--- config.mk ---
export PLATFORM = sky130hd
export DESIGN_NAME = double_ended_queue
export DESIGN_NICKNAME = d
export VERILOG_FILES = /design/src/rtl/deq_pkg.sv /design/src/rtl/deq_ram.sv /design/src/rtl/double_ended_queue.sv
export SDC_FILE = /design/constraint.sdc
export NUM_CORES = 1
export LEC_CHECK = 0
export BUFFER_PORTS_ARGS = -buffer_cell sky130_fd_sc_hd__buf_2
export CAP_MARGIN = 25
export CORE_MARGIN = 4
export CORE_UTILIZATION = 35
export CTS_BUF_LIST = sky130_fd_sc_hd__clkbuf_8
export DETAILED_ROUTE_END_ITERATION = 8
export PLACE_DENSITY_LB_ADDON = 0.12
export SLEW_MARGIN = 5
export SYNTH_ARGS = -nofsm -noshare
export SYNTH_HDL_FRONTEND = slang
export SYNTH_SLANG_ARGS = --single-unit
--- constraint.sdc ---
create_clock -name clk -period 5.1 [get_ports clk]
set_input_delay 0.765 -clock clk [delete_from_list [all_inputs] [get_ports clk]]
set_output_delay 0.765 -clock clk [all_outputs]
set_load 0.005 [all_outputs]
--- src/rtl/deq_pkg.sv ---
package deq_pkg;

  localparam int CAPACITY = 16;

  localparam int DATA_W   = 32;
  localparam int MODE_W   = 2;
  localparam int STATUS_W = 2;
  localparam int OCC_W    = 5;

  localparam int IDX_W = (CAPACITY > 1) ? $clog2(CAPACITY) : 1;
  localparam int CNT_W = $clog2(CAPACITY + 1);
  localparam int SUM_W = CNT_W + 1;

  localparam int OUT_BITS    = DATA_W + STATUS_W + OCC_W;
  localparam int OUT_TDATA_W = ((OUT_BITS + 7) / 8) * 8;
  localparam int OUT_PAD_W   = OUT_TDATA_W - OUT_BITS;

  typedef enum logic [MODE_W-1:0] {
    MODE_PUSH_FRONT = 2'd0,
    MODE_PUSH_REAR  = 2'd1,
    MODE_POP_FRONT  = 2'd2,
    MODE_POP_REAR   = 2'd3
  } deq_mode_t;

  typedef enum logic [STATUS_W-1:0] {
    STATUS_OK    = 2'd0,
    STATUS_EMPTY = 2'd1,
    STATUS_FULL  = 2'd2
  } deq_status_t;

  typedef enum logic {
    ST_IDLE = 1'b0,
    ST_READ = 1'b1
  } deq_state_t;

  function automatic logic [OCC_W-1:0] to_occ(input logic [CNT_W-1:0] cnt);
    logic [OCC_W+CNT_W-1:0] wide;
    wide = (OCC_W + CNT_W)'(cnt);
    return wide[OCC_W-1:0];
  endfunction

endpackage

--- src/rtl/deq_ram.sv ---
module deq_ram #(
  parameter int WIDTH = 32,
  parameter int DEPTH = 16,
  parameter int ADDR_W = (DEPTH > 1) ? $clog2(DEPTH) : 1
) (
  input  logic              clk,
  input  logic              we,
  input  logic [ADDR_W-1:0] addr,
  input  logic [WIDTH-1:0]  wdata,
  output logic [WIDTH-1:0]  rdata
);

  logic [WIDTH-1:0] mem [DEPTH];

  always_ff @(posedge clk) begin
    if (we) begin
      mem[addr] <= wdata;
    end
    rdata <= mem[addr];
  end

endmodule

--- src/rtl/double_ended_queue.sv ---
// a push or an error result is registered and offered in the cycle after the item is taken
// a pop reads its item into the ram read register, then loads it into the output register
// throughput: one push per cycle unless the output stalls, input held off during the ram read
// an item is taken only while the output register is free or being emptied
// synchronous reset empties the queue (head and count to zero) and drops any pending result
module double_ended_queue (
  input  logic                               clk,
  input  logic                               rst,
  input  logic                               s_axis_tvalid,
  output logic                               s_axis_tready,
  // push_value
  input  logic [deq_pkg::DATA_W-1:0]         s_axis_tdata,
  // mode
  input  logic [deq_pkg::MODE_W-1:0]         s_axis_tuser,
  output logic                               m_axis_tvalid,
  input  logic                               m_axis_tready,
  // pop_value, status, occupancy, zero pad
  output logic [deq_pkg::OUT_TDATA_W-1:0]    m_axis_tdata
);
  import deq_pkg::*;

  deq_state_t        state, state_next;
  logic [IDX_W-1:0]  head, head_next;
  logic [CNT_W-1:0]  count, count_next;

  logic              ram_we;
  logic [IDX_W-1:0]  ram_addr;
  logic [DATA_W-1:0] ram_rdata;

  logic              out_valid;
  logic [DATA_W-1:0] out_value, out_value_next;
  deq_status_t       out_status, out_status_next;
  logic [OCC_W-1:0]  out_occ, out_occ_next;
  logic              out_load;

  logic              in_accept;
  deq_mode_t         in_mode;
  logic              full, empty;
  logic [IDX_W-1:0]  head_dec, head_inc;
  logic [SUM_W-1:0]  push_sum, push_wrap, pop_sum, pop_wrap;
  logic [IDX_W-1:0]  rear_push_idx, rear_pop_idx;

  assign in_mode   = deq_mode_t'(s_axis_tuser);
  assign full      = (count >= CNT_W'(CAPACITY));
  assign empty     = (count == '0);
  assign head_dec  = (head == '0) ? IDX_W'(CAPACITY - 1) : head - IDX_W'(1);
  assign head_inc  = (head == IDX_W'(CAPACITY - 1)) ? '0 : head + IDX_W'(1);

  assign push_sum  = SUM_W'(head) + SUM_W'(count);
  assign push_wrap = (push_sum >= SUM_W'(CAPACITY)) ? push_sum - SUM_W'(CAPACITY) : push_sum;
  assign pop_sum   = SUM_W'(head) + SUM_W'(count - CNT_W'(1));
  assign pop_wrap  = (pop_sum >= SUM_W'(CAPACITY)) ? pop_sum - SUM_W'(CAPACITY) : pop_sum;
  assign rear_push_idx = push_wrap[IDX_W-1:0];
  assign rear_pop_idx  = pop_wrap[IDX_W-1:0];

  assign s_axis_tready = (state == ST_IDLE) && (!out_valid || m_axis_tready);
  assign in_accept     = s_axis_tvalid && s_axis_tready;

  deq_ram #(
    .WIDTH(DATA_W),
    .DEPTH(CAPACITY)
  ) u_deq_ram (
    .clk  (clk),
    .we   (ram_we),
    .addr (ram_addr),
    .wdata(s_axis_tdata),
    .rdata(ram_rdata)
  );

  always_ff @(posedge clk) begin
    if (rst) begin
      state <= ST_IDLE;
      head  <= '0;
      count <= '0;
    end else begin
      state <= state_next;
      head  <= head_next;
      count <= count_next;
    end
  end

  always_comb begin
    state_next      = state;
    head_next       = head;
    count_next      = count;
    ram_we          = 1'b0;
    ram_addr        = head;
    out_load        = 1'b0;
    out_value_next  = '0;
    out_status_next = STATUS_OK;
    out_occ_next    = to_occ(count);
    case (state)
      ST_IDLE: begin
        if (in_accept) begin
          case (in_mode)
            MODE_PUSH_FRONT: begin
              out_load = 1'b1;
              if (full) begin
                out_status_next = STATUS_FULL;
              end else begin
                head_next    = head_dec;
                ram_addr     = head_dec;
                ram_we       = 1'b1;
                count_next   = count + CNT_W'(1);
                out_occ_next = to_occ(count + CNT_W'(1));
              end
            end
            MODE_PUSH_REAR: begin
              out_load = 1'b1;
              if (full) begin
                out_status_next = STATUS_FULL;
              end else begin
                ram_addr     = rear_push_idx;
                ram_we       = 1'b1;
                count_next   = count + CNT_W'(1);
                out_occ_next = to_occ(count + CNT_W'(1));
              end
            end
            MODE_POP_FRONT: begin
              if (empty) begin
                out_load        = 1'b1;
                out_status_next = STATUS_EMPTY;
              end else begin
                ram_addr   = head;
                head_next  = head_inc;
                count_next = count - CNT_W'(1);
                state_next = ST_READ;
              end
            end
            MODE_POP_REAR: begin
              if (empty) begin
                out_load        = 1'b1;
                out_status_next = STATUS_EMPTY;
              end else begin
                ram_addr   = rear_pop_idx;
                count_next = count - CNT_W'(1);
                state_next = ST_READ;
              end
            end
            default: begin
            end
          endcase
        end
      end
      ST_READ: begin
        out_load       = 1'b1;
        out_value_next = ram_rdata;
        state_next     = ST_IDLE;
      end
      default: begin
        state_next = ST_IDLE;
      end
    endcase
  end

  always_ff @(posedge clk) begin
    if (rst) begin
      out_valid <= 1'b0;
    end else if (out_load) begin
      out_valid <= 1'b1;
    end else if (m_axis_tready) begin
      out_valid <= 1'b0;
    end
  end

  always_ff @(posedge clk) begin
    if (out_load) begin
      out_value  <= out_value_next;
      out_status <= out_status_next;
      out_occ    <= out_occ_next;
    end
  end

  assign m_axis_tvalid = out_valid;
  assign m_axis_tdata  = {{OUT_PAD_W{1'b0}}, out_occ, out_status, out_value};

endmodule

[Yosys cells after proc, flatten, opt, wreduce, memory -nomap -nowiden]
Memories as Yosys holds them, arrays and structs flattened. A register that Yosys moved wholly into a read port is not among the register bits.
Cells that the tools add are included.
W data, S select, Z words.
Operators by class
  equal/unequal tests: 6
  add/subtract/negate cells: 9
  magnitude comparators: 3
  reductions and logical operators: 14
  mux-type cells: 37
  bitwise operators: 2
Operator list (count)
  $mux W4: 10
  $mux W5: 5
  $pmux W4 S4: 1
  $mux W1: 14
  $ge A6 B5 Y1 const B: 2
  $sub A4 B1 Y4 const B: 3
  $pmux W5 S2: 1
  $pmux W4 S2: 1
  $add A4 B5 Y6: 1
  $add A4 B6 Y6: 1
  $pmux W1 S2: 3
  $reduce_or A2 Y1: 3
  $sub A5 B1 Y6 const B: 1
  $add A5 B1 Y5 const B: 1
  $ge A5 B5 Y1 const B: 1
  $logic_not A5 Y1: 1
  $sub A5 B1 Y5 const B: 1
  $add A4 B1 Y4 const B: 1
  $eq A2 B2 Y1 const B: 2
  $eq A4 B4 Y1 const B: 1
  $logic_not A4 Y1: 1
  $ne A2 B2 Y1 const B: 2
  $pmux W2 S2: 1
  $reduce_and A4 Y1: 1
  other kinds (9): 12
Word-level totals
  RAM bits: 512
  output and inout bits: 42
  flip-flop bits (word level): 50
  memories: 1
  input bits: 38
  logic and storage cells: 79
Memories
  u_deq_ram.mem: depth 16, bits a word 32, read ports 1, clocked after Yosys merged registers in 1, write ports 1, line deq_ram.sv:13  | logic [WIDTH-1:0] mem [DEPTH];

[Longest topological paths before layout]
  depth in word-level cells: 8
  mapped depth: 18
  depth with buffers taken out: 14

[Modules after synthesis]
From an unflattened synthesis, not the netlist that was laid out.
Unflattened totals
  cell total of the unflattened synthesis: 1094
  area, all modules: 22641.7 µm²
By module, submodules not included
  deq_ram: sequential area each 16015.4 µm², area each 19862.8 µm², times used 1, cells each 840
  double_ended_queue: sequential area each 1391.3 µm², area each 2778.9 µm², times used 1, cells each 254

[Worst setup path after synthesis]
OpenSTA, ideal clock, no wires.
  path type: register to register
  start point: reg head[1]
  end point: mem u_deq_ram.mem[8][0], enable pin
  arrival: 4.537 ns
  cell stages (with the launch flop): 18
  required time: 4.679 ns
  buffers on the path: 4
  slack: 0.142 ns
  library setup time: 0.421 ns
  clock period less this slack: 4.958 ns
  cells stage by stage: dfxtp_1 buf_2 inv_1 ha_1 inv_1 ha_1 inv_1 fa_1 xor2_1 and2_1 or3b_1 o211ai_1 a31oi_1 buf_2 buf_4 buf_2 or2_1 nor2_1
On the way
  cells in the longest elaborated chain, start to end: 7
  elaborated cells between the ends (all ways): 17
  classes of those cells: add/sub: 5; order compare: 2; mux: 9; reduce/logical: 1
RTL lines
  from (decl): line double_ended_queue.sv:23  | logic [IDX_W-1:0] head, head_next;
  from (signal assigned): line double_ended_queue.sv:77  | head <= head_next;
  $add A4 B6 Y6 or $add A4 B5 Y6 (tied branches): line double_ended_queue.sv:51, double_ended_queue.sv:49
  $ge A6 B5 Y1, or another cell as far along: line double_ended_queue.sv:52  | assign pop_wrap = (pop_sum >= SUM_W'(CAPACITY)) ? pop_sum - SUM_W'(CAPACITY) : pop_sum;
  $mux W4 (on tied branches): line double_ended_queue.sv:52, double_ended_queue.sv:50
  $mux W4 (on tied branches): line double_ended_queue.sv:131, double_ended_queue.sv:110
  $pmux W4 S4: line double_ended_queue.sv:95  | case (in_mode)
  $mux W4: line double_ended_queue.sv:94  | if (in_accept) begin
  $mux W4 *: line double_ended_queue.sv:92  | case (state)
  to (decl): line deq_ram.sv:13
Mark *: on every way between the ends. The rest lies on a longest branch, timed or not.

[Final worst setup path]
  start point: reg head[1]
  end point: mem u_deq_ram.mem[15][11], enable pin
The elaborated chain is that of the path after synthesis.

==> results.tsv <==
stage	metric	value	unit
timing	setup tns final	0	ns
clock_network	Longest Clk Path Bufs	3	
die	Die ar.	72160	sq um
setup_path	crit path max fanout	15	
yosys	Post-Syn Instances	1372	
setup_path	Worst Setup SP	head[1]	
clock_network	hold buffer count at cts	0	
yosys	syn nets	1424	
run_status	status	finished clean	
yosys	Synth Register Bits	594	
setup_path	CP arrival	4.80	ns
yosys	Async SR Flop Fraction	0	%
clock_network	total clock sinks	594	
timing	Final Hold Viols	0	
yosys	Netlist Area Pre-Place	23770	sq um
yosys	Most used DFF post-synth	edfxtp_1	
setup_path	worst endpoint required time	5.46	ns
placement	placement-stage cell area	25370	sq um
power_and_ir_drop	leakage	10.05	nW
clock_network	clock root cell	clkbuf_8	
clock_network	H-tree levels	3	
yosys	distinct cell type count after synthesis	59	
timing	Final Critical Period	4.438	ns
die	starting density of the core	35.34	%
die	die height	268.6	microns
hold_path	min-delay worst type	in2reg	
clock_network	Inserted Clock Buffers	105	
global_routing	Tot GR Track Use	15.90	%
finish	synth-to-layout area growth	14.81	%
job	Max-Cap Viols	0	
yosys	syn_area_per_cell	17.33	sq um
clock_network	Worst-Skew Late Latency	0.68	ns
power_and_ir_drop	pwr/cell area	431.0	nW/um^2
global_routing	vias in the first global route	12818	
die	core area	67280	sq um
setup_path	r2r startpoint	head[1]	
global_routing	initial antenna violation count	3	
die	Chip Width	268.6	microns
clock_network	post-CTS setup repair buffer count	0	
route	routed wire length	57430	microns
route	WL per Instance	23.02	microns
clock_network	Reg clk slew, reported paths	0.06	ns
yosys	Post-synth EDFFs	551	
power_and_ir_drop	Max rail drop VDD	0.1730	mV
finish	fin nets	1585	
hold_path	Hold Startpoint	s_axis_tvalid	
yosys	synth warn	0	
placement	Detail Placement HPWL	33090	microns
setup_path	CP Capture Type	flip-flop	
route	post-DR vias/cell	4.928	
timing	Slew @ Worst Pin	0.9041	ns
route	ANT nets after route	0	
die	num ports	80	
placement	Placer Congestion	0.7813	
clock_network	CTS tree	yes	
global_routing	first-pass GRT wire length	84430	microns
global_routing	pin count of the biggest net entering global routing	74	
timing	Slew HR	39.73	%
route	Via Count	12296	
route	Residual DRC	0	
placement	Port Buf Inserts	78	
route	drt first pass iters	5	
timing	f_max	0.2253	GHz
setup_path	CP Launch Type	flip-flop	
finish	finished layout cell area	27290	sq um
route	initial DRC count	625	
timing	final max-slew violation count	0	
die	# rows	95	
timing	unrepaired setup endpoints after global routing	no	
setup_path	WS Path Type	reg2reg	
yosys	sequential share of the synthesized area	73.22	%
timing	Tcrit/Tclk final	87.03	%
clock_network	post_cts resized	0	
global_routing	Overflow after GRT	0	
timing	Max Clock Skew	0.03268	ns
finish	share of layout cells above drive strength 1	17.40	%
timing	setup violators final	0	
flip-flops by register name (all words and copies together), names as in the netlist:
register         flops
u_deq_ram.mem      512
out_value           32
u_deq_ram.rdata     32
count                5
out_occ              5
head                 4
out_status           2
m_axis_tvalid        1
state                1
layout by cell type (no fill, tap or decap), types with 5 or more instances in the layout:
| master | n |
|---|---|
| nand2_1 | 18 |
| nor2_4 | 16 |
| clkbuf_8 | 115 |
| o21ai_0 | 12 |
| nor2_1 | 56 |
| edfxtp_1 | 551 |
| mux2i_1 | 387 |
| inv_1 | 75 |
| dfxtp_1 | 42 |
| a21oi_1 | 18 |
| ha_1 | 12 |
| o22ai_1 | 65 |
| clkinv_1 | 11 |
| buf_4 | 33 |
| buf_2 | 78 |
| buf_12 | 15 |
| and2_1 | 34 |
| nand3_1 | 5 |
cells by family after synthesis:
family                   synth area share, %
adder cells (fa/ha/maj)               0.7999
flip-flops                             73.22
AND/OR/NAND/NOR                        3.216
multiplexers                           16.34
other                                0.01577
buffers and inverters                  2.679
AO/OA/AOI/OAI                          3.474
XOR/XNOR                              0.2579
layout make-up:
cell class                 instances  area [sq um]
clock buffer                     115          1583
sequential                       594         17410
timing repair buffer             126         938.4
clock inverter                    80         339.1
multi-input combinational        691          5876
fill                            6153         39980
tap                              873          1092
antenna                            1         2.502
inverter                          15         56.30
through the flow:
step	util [%]	cells	hold slack, ns	worst slack, ns	power [mW]
6_report	40.57	2495	0.3513	0.6615	11.76
3_3_place_gp	37.65	2297	0.4912	0.7441	7.905
3_5_place_dp	37.71	2299	0.5000	0.7123	7.915
2_1_floorplan	-	1372	0.4883	0.1422	7.277
5_1_grt	40.57	2495	0.3041	0.3810	12.35
4_1_cts	40.57	2494	0.2753	0.6511	11.96
Yosys cell counts, drive strengths merged, types with 3 or more instances:
cell | n | area share (%)
o21ai | 12 | 0.25
dfxtp | 43 | 3.6
nand4 | 4 | 0.13
o22ai | 65 | 1.7
and2 | 34 | 0.89
a41oi | 3 | 0.11
buf | 56 | 2.2
nor3 | 3 | 0.063
a31oi | 5 | 0.13
nor2 | 73 | 1.2
nand2b | 4 | 0.11
inv | 15 | 0.24
clkbuf | 16 | 0.25
mux2i | 387 | 16
nand3 | 5 | 0.11
xnor2 | 3 | 0.11
o211ai | 5 | 0.22
a21oi | 19 | 0.45
a311oi | 3 | 0.11
nand2 | 21 | 0.33
edfxtp | 551 | 70
xor2 | 4 | 0.15
ha | 12 | 0.63
worst paths after layout:
check / slack, ns / depth (start not counted) / to
worst max-delay path: 0.66 / 14 / u_deq_ram.mem[15][11]
worst min-delay path: 0.35 / 3 / m_axis_tvalid
worst max register to register: 0.66 / 14 / u_deq_ram.mem[15][11]
worst min register to register: 0.50 / 1 / out_value[28]
per-layer routing:
layer	GRT usage (%)	part of all wire [%]	vias to the layer above
li1	-	-	5680
met1	21.73	47	6265
met2	26.09	47	272
met3	2.966	4.4	79
met4	4.775	1.9	0
met5	0	0	-
worst max-delay path: stages, from the launching register on:
cell	delay, ns
dfxtp_1	0.54
inv_1	0.20
ha_1	0.35
inv_1	0.07
ha_1	0.13
inv_1	0.05
fa_1	0.42
xor2_1	0.17
and2_1	0.18
or3b_1	0.35
o211ai_1	0.15
a31oi_4	0.21
nand2b_1	0.37
nor2_4	0.59
buf_4	0.30
power breakdown:
group | switching [mW] | internal, mW | leakage (nW)
combinational | 1.23 | 0.804 | 3.48
sequential | 0.113 | 5.63 | 5.36
clock | 1.88 | 2.10 | 1.21
Power figures use the tool's default switching activity.
